## src/sv/aps_pkg.sv

```systemverilog
// Shared types and constants for the axis positioning sequencer.
// Depends on nothing; every other file imports it.
`timescale 1ns / 1ps

package aps_pkg;

  localparam int unsigned ANGLE_W = 31;
  localparam int unsigned TICK_W  = 16;
  localparam int unsigned CIDX_W  = 3;
  localparam int unsigned CDATA_W = 32;

  localparam logic [ANGLE_W-1:0] MIN_ANGLE_RST    = 31'd0;
  localparam logic [ANGLE_W-1:0] MAX_ANGLE_RST    = 31'd1295999999;
  localparam logic [19:0]        HOLD_ERROR_RST   = 20'd14318;
  localparam logic [26:0]        SETTLE_ERROR_RST = 27'd18048170;
  localparam logic [23:0]        IDLE_ERROR_RST   = 24'd71593;
  localparam logic [26:0]        SPEED_LIMIT_RST  = 27'd103132;
  localparam logic [TICK_W-1:0]  TIMEOUT_RST      = 16'd10000;

  typedef enum logic [2:0] {
    OP_UPDATE = 3'd0,
    OP_SET    = 3'd1,
    OP_RELEASE = 3'd2,
    OP_TEST   = 3'd3,
    OP_MANUAL = 3'd4
  } opcode_t;

  typedef enum logic [CIDX_W-1:0] {
    REG_MIN_ANGLE    = 3'd0,
    REG_MAX_ANGLE    = 3'd1,
    REG_HOLD_ERROR   = 3'd2,
    REG_SETTLE_ERROR = 3'd3,
    REG_IDLE_ERROR   = 3'd4,
    REG_SPEED_LIMIT  = 3'd5,
    REG_TIMEOUT      = 3'd6
  } reg_index_t;

  typedef enum logic [3:0] {
    ST_WAIT      = 4'd0,
    ST_INIT      = 4'd1,
    ST_IDLE      = 4'd2,
    ST_UNBLOCK   = 4'd3,
    ST_ROTATE    = 4'd4,
    ST_BLOCKING  = 4'd5,
    ST_STOPMOTOR = 4'd6,
    ST_VERIFY    = 4'd7,
    ST_STOPHERE  = 4'd8,
    ST_TEST      = 4'd9,
    ST_MANUAL    = 4'd10
  } mover_state_t;

  localparam logic [1:0] BRK_NONE = 2'd0;
  localparam logic [1:0] BRK_ON   = 2'd1;
  localparam logic [1:0] BRK_OFF  = 2'd2;

  localparam logic [1:0] BSTAT_INACTIVE = 2'd0;
  localparam logic [1:0] BSTAT_ACTIVE   = 2'd1;

  typedef struct packed {
    logic [2:0]         opcode;
    logic [31:0]        target_angle;
    logic               hold_brake;
    logic               encoder_reliable;
    logic               axis_known;
    logic               drive_ready;
    logic               motor_enabled;
    logic [1:0]         brake_status;
    logic signed [31:0] current_angle;
    logic signed [31:0] shaft_speed;
  } cmd_t;

  typedef struct packed {
    logic [3:0]         mover_state;
    logic [1:0]         brake_command;
    logic               motor_disable;
    logic               move_valid;
    logic [ANGLE_W-1:0] move_target;
    logic               braked_idle;
    logic               init_done;
  } res_t;

  typedef struct packed {
    logic [ANGLE_W-1:0] min_angle;
    logic [ANGLE_W-1:0] max_angle;
    logic [19:0]        hold_error;
    logic [26:0]        settle_error;
    logic [23:0]        idle_error;
    logic [26:0]        speed_limit;
    logic [TICK_W-1:0]  timeout_ticks;
  } cfg_t;

  typedef struct packed {
    mover_state_t       ctrl_state;
    logic               initialized;
    logic [ANGLE_W-1:0] requested_angle;
    logic [ANGLE_W-1:0] active_angle;
    logic               requested_hold;
    logic               active_hold;
    logic               timer_running;
    logic [TICK_W-1:0]  timer_count;
  } seq_state_t;

endpackage

```

## src/sv/aps_cfg_regs.sv

```systemverilog
// Configuration register bank of the axis positioning sequencer.
// Depends on aps_pkg for register indexes, reset values and cfg_t.
`timescale 1ns / 1ps

module aps_cfg_regs
  import aps_pkg::*;
(
  input  logic               clk,
  input  logic               rst,
  input  logic               cfg_valid,
  output logic               cfg_ready,
  input  logic [CIDX_W-1:0]  cfg_index,
  input  logic [CDATA_W-1:0] cfg_data,
  output cfg_t               cfg
);

  assign cfg_ready = 1'b1;

  always_ff @(posedge clk) begin
    if (rst) begin
      cfg.min_angle     <= MIN_ANGLE_RST;
      cfg.max_angle     <= MAX_ANGLE_RST;
      cfg.hold_error    <= HOLD_ERROR_RST;
      cfg.settle_error  <= SETTLE_ERROR_RST;
      cfg.idle_error    <= IDLE_ERROR_RST;
      cfg.speed_limit   <= SPEED_LIMIT_RST;
      cfg.timeout_ticks <= TIMEOUT_RST;
    end else if (cfg_valid) begin
      // indexes past the list are dropped
      case (cfg_index)
        REG_MIN_ANGLE:    cfg.min_angle     <= cfg_data[ANGLE_W-1:0];
        REG_MAX_ANGLE:    cfg.max_angle     <= cfg_data[ANGLE_W-1:0];
        REG_HOLD_ERROR:   cfg.hold_error    <= cfg_data[19:0];
        REG_SETTLE_ERROR: cfg.settle_error  <= cfg_data[26:0];
        REG_IDLE_ERROR:   cfg.idle_error    <= cfg_data[23:0];
        REG_SPEED_LIMIT:  cfg.speed_limit   <= cfg_data[26:0];
        REG_TIMEOUT:      cfg.timeout_ticks <= cfg_data[TICK_W-1:0];
        default: ;
      endcase
    end
  end

endmodule

```

## src/sv/aps_step.sv

```systemverilog
// Next-state and result logic for one command of the positioning sequencer.
// Depends on aps_pkg for cmd_t, res_t, cfg_t, seq_state_t and codes.
`timescale 1ns / 1ps

module aps_step
  import aps_pkg::*;
(
  input  cmd_t       cmd,
  input  cfg_t       cfg,
  input  seq_state_t st,
  output seq_state_t st_next,
  output res_t       res_next
);

  // Clamp 34-bit signed v to [min_angle, max_angle]; crossed: max unless v<min.
  function automatic logic [ANGLE_W-1:0] clamp_angle(input logic signed [33:0] v,
                                                     input cfg_t c);
    logic signed [33:0] lo;
    logic signed [33:0] hi;
    lo = $signed({3'b000, c.min_angle});
    hi = $signed({3'b000, c.max_angle});
    if (v < lo) clamp_angle = c.min_angle;
    else if (v > hi) clamp_angle = c.max_angle;
    else clamp_angle = v[ANGLE_W-1:0];
  endfunction

  logic signed [33:0] diff;
  logic [32:0]        err;
  logic [32:0]        spd;
  logic               moving;
  logic [1:0]         brk;
  logic               dis;
  logic               mv;
  logic               brake_active;
  logic               brake_inactive;

  always_comb begin
    diff = $signed({{2{cmd.current_angle[31]}}, cmd.current_angle})
         - $signed({3'b000, st.active_angle});
    err  = diff[33] ? 33'(-diff) : diff[32:0];
    spd  = cmd.shaft_speed[31] ? (33'd0 - {cmd.shaft_speed[31], cmd.shaft_speed})
                               : {1'b0, cmd.shaft_speed};
    moving = spd > {6'd0, cfg.speed_limit};
    brake_active   = (cmd.brake_status == BSTAT_ACTIVE);
    brake_inactive = (cmd.brake_status == BSTAT_INACTIVE);
  end

  always_comb begin
    st_next = st;
    brk     = BRK_NONE;
    dis     = 1'b0;
    mv      = 1'b0;

    case (cmd.opcode)
      OP_SET: begin
        st_next.requested_angle = clamp_angle($signed({2'b00, cmd.target_angle}), cfg);
        st_next.requested_hold  = cmd.hold_brake;
      end
      OP_RELEASE: begin
        if (st.initialized) begin
          st_next.ctrl_state = ST_STOPHERE;
        end else begin
          brk = BRK_OFF;
          st_next.ctrl_state = ST_INIT;
        end
      end
      OP_TEST: st_next.ctrl_state = ST_TEST;
      OP_MANUAL: begin
        brk = BRK_OFF;
        st_next.ctrl_state = ST_MANUAL;
      end
      OP_UPDATE: begin
        // timer advances before the state step and saturates
        if (st.timer_running && (st.timer_count != {TICK_W{1'b1}}))
          st_next.timer_count = st.timer_count + 1'b1;
        if (cmd.encoder_reliable && cmd.axis_known) st_next.initialized = 1'b1;

        case (st.ctrl_state)
          ST_WAIT: begin
            if (cmd.encoder_reliable) st_next.ctrl_state = ST_INIT;
          end
          ST_INIT: begin
            if (cmd.drive_ready) begin
              dis = cmd.motor_enabled;
              brk = st.requested_hold ? BRK_ON : BRK_OFF;
              st_next.ctrl_state = ST_IDLE;
            end
          end
          ST_IDLE: begin
            if ((st.active_angle != st.requested_angle) ||
                (st.active_hold != st.requested_hold)) begin
              st_next.ctrl_state   = ST_UNBLOCK;
              st_next.active_angle = st.requested_angle;
              st_next.active_hold  = st.requested_hold;
            end
          end
          ST_UNBLOCK: begin
            if (!brake_inactive) begin
              brk = BRK_OFF;
            end else begin
              mv = 1'b1;
              st_next.ctrl_state = ST_ROTATE;
            end
          end
          ST_VERIFY: begin
            st_next.ctrl_state = (err < {9'd0, cfg.idle_error}) ? ST_IDLE : ST_UNBLOCK;
          end
          ST_STOPMOTOR: begin
            if (moving) dis = cmd.motor_enabled;
            else st_next.ctrl_state = ST_VERIFY;
          end
          ST_ROTATE: begin
            if ((err <= {13'd0, cfg.hold_error}) && !moving) begin
              st_next.ctrl_state    = ST_BLOCKING;
              st_next.timer_running = 1'b0;
            end else begin
              if (err < {6'd0, cfg.settle_error}) begin
                if (st.timer_running) begin
                  if (st_next.timer_count >= cfg.timeout_ticks) begin
                    st_next.timer_running = 1'b0;
                    st_next.ctrl_state = (err >= {9'd0, cfg.idle_error}) ? ST_STOPHERE
                                                                         : ST_BLOCKING;
                  end
                end else begin
                  st_next.timer_running = 1'b1;
                  st_next.timer_count   = '0;
                end
              end
              // a new target restarts the move
              if (st.active_angle != st.requested_angle) begin
                st_next.ctrl_state    = ST_ROTATE;
                st_next.active_angle  = st.requested_angle;
                st_next.timer_running = 1'b0;
                mv = 1'b1;
              end
            end
          end
          ST_BLOCKING: begin
            if (st.active_hold && !brake_active) brk = BRK_ON;
            else st_next.ctrl_state = ST_STOPMOTOR;
          end
          ST_STOPHERE: begin
            dis = cmd.motor_enabled;
            if (!moving) begin
              if (st.requested_hold && !brake_active) begin
                brk = BRK_ON;
              end else begin
                st_next.requested_angle = clamp_angle(
                    $signed({{2{cmd.current_angle[31]}}, cmd.current_angle}), cfg);
                st_next.active_angle = st_next.requested_angle;
                brk = st.requested_hold ? BRK_ON : BRK_OFF;
                st_next.ctrl_state = ST_IDLE;
              end
            end
          end
          default: ;
        endcase
      end
      default: ;
    endcase

    res_next.mover_state   = st_next.ctrl_state;
    res_next.brake_command = brk;
    res_next.motor_disable = dis;
    res_next.move_valid    = mv;
    res_next.move_target   = mv ? st_next.active_angle : '0;
    res_next.braked_idle   = brake_active && (st_next.ctrl_state == ST_IDLE);
    res_next.init_done     = st_next.initialized;
  end

endmodule

```

## src/sv/axis_positioning_sequencer.sv

```systemverilog
// Top level of the axis positioning sequencer: command register, state,
// result register. Depends on aps_pkg, aps_cfg_regs and aps_step.
`timescale 1ns / 1ps

// Usage
// - cmd channel (cmd_valid/cmd_ready/cmd): one beat is one command, either an
//   update tick with sensor samples or a set-target, release, test or manual
//   rotate request.
// - res channel (res_valid/res_ready/res): exactly one beat per command, in
//   command order, carrying the state number and brake and motor requests.
// - cfg channel (cfg_valid/cfg_ready/cfg_index/cfg_data): register writes,
//   always taken; write only while no command is in flight.
// Path: an accepted command waits in the command register and is stepped into
// the result register once that is free or draining; its beat is offered there.
// Throughput: one command per cycle while res_ready is high; the step is one
// pass of compares, subtractions and an increment between the two registers.
// Reset: state returns to waiting for encoder data, targets and timer clear,
// configuration takes its default values, both pipeline registers empty.
// Stall: when res_ready is low the result holds; one more command can still
// be taken into the command register, after which cmd_ready drops.
module axis_positioning_sequencer
  import aps_pkg::*;
(
  input  logic               clk,
  input  logic               rst,
  input  logic               cmd_valid,
  output logic               cmd_ready,
  input  cmd_t               cmd,
  output logic               res_valid,
  input  logic               res_ready,
  output res_t               res,
  input  logic               cfg_valid,
  output logic               cfg_ready,
  input  logic [CIDX_W-1:0]  cfg_index,
  input  logic [CDATA_W-1:0] cfg_data
);

  cfg_t       cfg;
  cmd_t       cmd_q;
  logic       cmd_q_valid;
  seq_state_t st;
  seq_state_t st_next;
  res_t       res_next;
  logic       advance;

  aps_cfg_regs u_cfg (
    .clk       (clk),
    .rst       (rst),
    .cfg_valid (cfg_valid),
    .cfg_ready (cfg_ready),
    .cfg_index (cfg_index),
    .cfg_data  (cfg_data),
    .cfg       (cfg)
  );

  aps_step u_step (
    .cmd      (cmd_q),
    .cfg      (cfg),
    .st       (st),
    .st_next  (st_next),
    .res_next (res_next)
  );

  // Step the held command when the result register is free or draining.
  assign advance   = cmd_q_valid && (!res_valid || res_ready);
  assign cmd_ready = !cmd_q_valid || advance;

  // Command register: capture a new beat whenever the slot frees up.
  always_ff @(posedge clk) begin
    if (rst) begin
      cmd_q_valid <= 1'b0;
    end else if (cmd_ready) begin
      cmd_q_valid <= cmd_valid;
    end
  end

  always_ff @(posedge clk) begin
    if (cmd_ready && cmd_valid) cmd_q <= cmd;
  end

  // Sequencer state advances once per stepped command.
  always_ff @(posedge clk) begin
    if (rst) begin
      st.ctrl_state      <= ST_WAIT;
      st.initialized     <= 1'b0;
      st.requested_angle <= '0;
      st.active_angle    <= '0;
      st.requested_hold  <= 1'b0;
      st.active_hold     <= 1'b0;
      st.timer_running   <= 1'b0;
      st.timer_count     <= '0;
    end else if (advance) begin
      st <= st_next;
    end
  end

  // Result register: load on a step, drop valid once the beat is taken.
  always_ff @(posedge clk) begin
    if (rst) begin
      res_valid <= 1'b0;
    end else if (advance) begin
      res_valid <= 1'b1;
    end else if (res_ready) begin
      res_valid <= 1'b0;
    end
  end

  always_ff @(posedge clk) begin
    if (advance) res <= res_next;
  end

endmodule

```

## config.mk

```make
export PLATFORM = sky130hd
export DESIGN_NAME = axis_positioning_sequencer
export DESIGN_NICKNAME = d
export VERILOG_FILES = /design/src/sv/aps_pkg.sv /design/src/sv/aps_cfg_regs.sv /design/src/sv/aps_step.sv /design/src/sv/axis_positioning_sequencer.sv
export SDC_FILE = /design/constraint.sdc
export NUM_CORES = 1
export LEC_CHECK = 0
export BUFFER_PORTS_ARGS = -buffer_cell sky130_fd_sc_hd__buf_2
export CAP_MARGIN = 20
export CORE_MARGIN = 8
export CORE_UTILIZATION = 60
export CTS_BUF_LIST = sky130_fd_sc_hd__clkbuf_8 sky130_fd_sc_hd__clkbuf_16
export CTS_CLUSTER_SIZE = 16
export DETAILED_ROUTE_END_ITERATION = 16
export GPL_TIMING_DRIVEN = 0
export PLACE_DENSITY = 0.86
export SYNTH_ARGS = -nofsm -noshare
export SYNTH_HDL_FRONTEND = slang
export SYNTH_HIERARCHICAL = 1
export SYNTH_SLANG_ARGS = --single-unit
```

## constraint.sdc

```tcl
create_clock -name clk -period 10.4 [get_ports clk]
set_clock_uncertainty 0.15 [all_clocks]
set_input_delay 2.08 -clock clk [delete_from_list [all_inputs] [get_ports clk]]
set_output_delay 2.08 -clock clk [all_outputs]
set_load 0.005 [all_outputs]
```

# Word level (Yosys, flattened, before mapping)
# Cells that the tools add are included.
# word_totals
regBits,411
input_bits,146
output_inout_bits,44
# op_classes
addsub,4
magnitude_cmp,10
eq_ne,26
n_mux,64
reduce_logical,34
# op_table
op,count
31-bit 2-to-1 mux,9
62-bit 2-to-1 mux,2
31-bit case mux with 3 select lines,1
16-bit 2-to-1 mux,5
33-bit 2-to-1 mux,2
31-bit case mux with 2 select lines,1
4-bit 2-to-1 mux,15
4-bit case mux with 9 select lines,1
33-bit by 24-bit greater-or-equal comparator with 1-bit output,1
33-bit by 27-bit > comparator with 1-bit output,1
33-bit by 20-bit less-or-equal comparator with 1-bit output,1
33-bit by 24-bit less-than comparator with 1-bit output,1
33-bit by 27-bit less-than comparator with 1-bit output,1
33-bit negation,1
"1-bit by 32-bit subtractor with 33-bit output, first input constant",1
32-bit by 32-bit subtractor with 33-bit output,1
32-bit by 31-bit > comparator with 1-bit output,1
32-bit > comparator,1
32-bit by 31-bit less-than comparator with 1-bit output,1
32-bit less-than comparator,1
31-bit inequality test,1
2-bit AND reduction,9
17-bit 2-to-1 mux,1
"16-bit by 1-bit adder with 16-bit output, second input constant",1
29 further kinds,78

# Depth between registers and ports, before layout
# logic_depth
word_depth,14
ltp_mapped,30
ltp_nobuf,27

# Cells and area by module
# The synthesis kept the hierarchy.
# modules_own_cells
module,n_inst,cells_per_inst,area_each_um2,seq_area_each_um2
aps_step,1,2231,14905.5,0.0
axis_positioning_sequencer,1,530,8334.2,6175.9
aps_cfg_regs,1,650,6905.4,3523.4

# Worst setup path after synthesis
# No wires, ideal clock.
# synth_path
path_kind,input port to flip-flop
from,in res_ready
to,"reg cmd_q[0] in the netlist's numbering, enable pin"
t_arrival_ns,7.258
required_time_ns,9.644
slack_ns,2.386
cell_stages,2
path_buffers,0
cell_sequence,nor2b_4 > a21oi_1
# synth_between
elab_chain_cells,4
# synth_lines
element,line_no,source
start: declaration,axis_positioning_sequencer.sv:30,"input logic res_ready,"
1-bit logical OR,axis_positioning_sequencer.sv:65,assign advance = cmd_q_valid && (!res_valid || res_ready);
1-bit logical AND,axis_positioning_sequencer.sv:65,
1-bit logical OR,axis_positioning_sequencer.sv:66,assign cmd_ready = !cmd_q_valid || advance;
1-bit logical AND,axis_positioning_sequencer.sv:78,if (cmd_ready && cmd_valid) cmd_q <= cmd;
end signal: assignment,axis_positioning_sequencer.sv:78,
end: declaration,axis_positioning_sequencer.sv:39,cmd_t cmd_q;
# No other way between the ends.
# A chain may end at the register's enable or synchronous reset.

# Worst setup path in the final report
# layout_path
from,reg cmd_q[32] in the netlist's numbering
to,reg st[5] (netlist name)
# layout_between
elab_chain_cells,7
# layout_lines
element,line_no,source
32-bit by 32-bit subtractor with 33-bit output (*),aps_step.sv:39,"- $signed({3'b000, st.active_angle});"
33-bit negation,aps_step.sv:40,err = diff[33] ? 33'(-diff) : diff[32:0];
33-bit 2-to-1 mux (*),aps_step.sv:40,
33-bit by 27-bit less-than comparator with 1-bit output or 33-bit by 20-bit less-or-equal comparator with 1-bit output (tied branches),"aps_step.sv:117, aps_step.sv:113",
17-bit 2-to-1 mux or 1-bit logical AND (tied branches),"aps_step.sv:117, aps_step.sv:113",
16-bit 2-to-1 mux (*),aps_step.sv:113,"if ((err <= {13'd0, cfg.hold_error}) && !moving) begin"
16-bit 2-to-1 mux (*),aps_step.sv:78,case (st.ctrl_state)
# Mark *: on every way between the ends. The rest lies on a longest branch, timed or not. The select of a mux whose other input is x is not followed.

==> results.md <==
* Predominant post-synthesis flop cell: dfxtp_1
* Post-detail-place hpwl at a little over 90000 um
* Fmax at ~110 MHz
* PortBufs at around 190
* Max Cap Viol at 0
* Switching pwr at between 1 and 1.5 mW
* Power density over the cells at between 100 and 150 nW/um2
* Core Footprint at ~50000 um2
* Combinational share of power at 0.199
* Cell-internal power at between 2 and 3 mW
* Fin crit period at between 8000 and 9000 ps
* Io pins at 190
* Via Count at approximately 28000
* NumNets Final at 4071
* Number of DRC markers in iteration 0 at approximately 3400
* CTS tree: done
* Sw Ratio at 0.309
* Clock power frac at 0.381
* Worst path max stage delay at 950 ps
* Peak VDD IR at between 150 and 200 uV
* Root Buffer: clkbuf_16
* Vias in the first global route at between 20000 and 30000
* First-pass GRT wire length at 167000 um
* Design Area, Final at 33500 um2
* Clock Tree Buf Depth at 3
* Seq/Total Area, Yosys at 0.322
* Worst-Margin Slew at roughly 1200 ps
* Flop2flop setup slack at about 1700 ps
* Htree depth at 2
* Area delta synth->final at 11.3%
* Post-CTS Setup Bufs at 0
* Worst r2r dst: st[5]
* Largest cells by area after synthesis: dfxtp_1 (18%), edfxtp_1 (15%), ha_1 (11%)
* # DRC at 0
* Total wire length at approximately 110000 um
* Final Hold Viols at 0
* Cells after Synth at between 3000 and 4000
* Post-synth EDFFs at between 100 and 150
* Routed length per instance at between 20 and 30 um
* Hold Crit Class: register to register
* CP Launch Point: cmd_q[32]
* Yosys top cell area share at 0.175
* Num CTS Buffers at 46
* Relative slew slack at 0.179
* Cts repair resizes at 0
* Leading area contributor after synthesis: dfxtp_1
* Crit path launch type: register
* Mapped Avg Cell Area at 8.84 um2
* Critical path type: register to register
* Initial antenna violation count at 3
* DRT antenna net count at 0
* Die Y at between 200 and 250 um
* Status: completed
* Routability cong. at around 1.1
* Sink Count at just over 400
* Worst-path clk slew at roughly 60 ps
* Grt ovf at 0
* Flop pwr share at 0.420
* Slew Limit Fails at 0
* Critical-path top delay cell: o31ai_1
* 1st-pass router iterations at 6
* Reg2Reg Depth at 26
* Arr. time, crit path at just over 9000 ps
* Final Cycle Share at 0.840
* Setup_tns at 0 ps
* Worst r2r src: cmd_q[32]
* Num rows at a little over 80
* Starting Density at 0.605
* GR Util All Layers at 0.385
* #FFs+latches synth at 411
* Mapped cell area at between 30000 and 40000 um2
* Cell Area, Placed at approximately 32000 um2
* Setup-failing EPs final at 0
* Pin count of the biggest net entering global routing at 51
* Layout cell share with drive strength beyond 1 at 0.103
* P_leak at 14.0 nW
* Data required time of the worst path at around 11000 ps
* Chip width at 240 um
* Syn nets at between 3000 and 4000
* DR vias/cell at 6.51
* FFs w/ async S/R, synth at 0
* Synth cell types at 100
* Worst Setup EP: st[5]
* Full die area at slightly below 60000 um2
* CP max FO at 10
* Skew-Pair Late Insertion Delay at between 600 and 700 ps
* Unrepaired setup endpoints after global routing: false
* YS warnings at 6
* Post-CTS Hold Buffers at 0
* Worst setup EP type: register
[cell usage in the layout (no fill, tap or decap), types with 10 or more instances in the layout]
cell type	netlist	layout
a211o_1	10	10
a211oi_1	34	34
a21o_1	71	71
a21oi_1	176	175
a22oi_1	16	16
a31oi_1	21	21
and2_1	14	14
and3_1	15	15
buf_2	23	212
buf_4	18	19
clkbuf_1	125	125
clkbuf_16	0	48
dfxtp_1	264	264
edfxtp_1	147	147
ha_1	269	269
inv_1	222	234
mux2i_1	293	293
nand2_1	172	172
nand2b_1	334	334
nand3_1	58	58
nand4_1	56	56
nor2_1	238	238
nor2b_1	25	25
nor3_1	53	53
nor4_1	29	28
o211a_1	11	11
o211ai_1	63	63
o21a_1	30	30
o21ai_0	217	217
o21ai_1	10	10
o221ai_1	26	26
o22ai_1	35	35
o2bb2ai_1	10	10
o31ai_1	33	33
o41ai_2	15	15
or4_1	14	14
xnor2_1	66	66
xor2_1	43	43
[synth_stat cells (all sizes together) (15+ instances only)]
cell type and count:
mux2i 293, buf 56, nand2 172, nand4 57, o22ai 35, a31oi 22
o21ai 228, xor2 43, ha 269, nor4 30, a211oi 37, xnor2 66
o221ai 26, nand3 60, and3 15, dfxtp 264, inv 222, nor2b 26
nor3 54, o211ai 63, a21o 71, o41ai 22, o21a 30, nand2b 334
a21oi 176, o31ai 33, nor2 238, a22oi 16, clkbuf 126, edfxtp 147
[metrics by stage]
| step | util | std cells | hold WS, ps | setup WS, ps | power [mW] |
|---|---|---|---|---|---|
| global placement | 0.640 | 4269 | 308 | 5.62 | 2.61 |
| global route | 0.673 | 4365 | 342 | 1380 | 4.38 |
| floorplan | - | 3411 | 298 | 2390 | 2.33 |
| CTS | 0.673 | 4365 | 327 | 1930 | 4.23 |
| detailed placement | 0.643 | 4279 | 313 | 1940 | 2.62 |
| finish | 0.673 | 4366 | 326 | 1670 | 4.25 |
[sequential cells by signal (all words and copies together), names as in the netlist]
signal       count
u_cfg/cfg      176
res             41
st              86
cmd_q          106
res_valid        1
cmd_q_valid      1
[worst min-delay path by stage]
stage / slack (ps) / cells after the start / endpoint / start
floorplan: 300 / 2 / st[82] / st[82]
global placement: 310 / 2 / st[84] / st[84]
detailed placement: 310 / 2 / u_cfg/cfg[86] / u_cfg/cfg[86]
CTS: 330 / 2 / st[82] / st[82]
global route: 340 / 2 / u_cfg/cfg[54] / u_cfg/cfg[54]
finish: 330 / 2 / u_cfg/cfg[109] / u_cfg/cfg[109]
[power groups by stage]
stage               sequential, mW  combinational [mW]  clock [mW]
floorplan                     1.79               0.540           0
global placement              1.82               0.789           0
detailed placement            1.81               0.807           0
CTS                           1.78               0.816        1.63
global route                  1.79               0.904        1.69
finish                        1.78               0.847        1.62
[logic make-up (layout without fill, tap and decap cells)]
kind of cell	Yosys count	in the layout	synth area share
muxes	298	298	0.0992
xor gates and xnor gates	109	109	0.0317
buffers and inverters	405	687	0.0571
adders and majority gates	270	270	0.112
AOI/OAI and AO/OA	848	848	0.188
other	1	2	0.000124
DFF	411	411	0.322
and+or+nand+nor	1069	1069	0.190
[critical path, delay by kind of cell, from the launching register on]
kind	cells	cell delay (ps)
flops	1	470
xor+xnor	1	250
buf+inv	2	540
compound gates	10	4120
fa+ha+maj	3	920
simple gates	9	2070
mux	1	70
[final cells by class]
class                           instances  area [um2]
Antenna cell                            1        2.50
Buffer                                182         883
Clock buffer                           52        1260
Clock inverter                         34         229
Fill cell                            4049       16300
Inverter                              223         837
Multi-Input combinational cell       2595       18700
Sequential cell                       411        9700
Tap cell                              672         841
Timing Repair Buffer                  196        1050
[per-layer routing]
| layer | global-route usage | part of all wire |
|---|---|---|
| met2 | 0.597 | 0.43 |
| met3 | 0.0810 | 0.099 |
| met4 | 0.255 | 0.076 |
| met1 | 0.480 | 0.39 |
| met5 | 0 | 0.00024 |
Note: power is estimated with default switching activity, not from simulation.
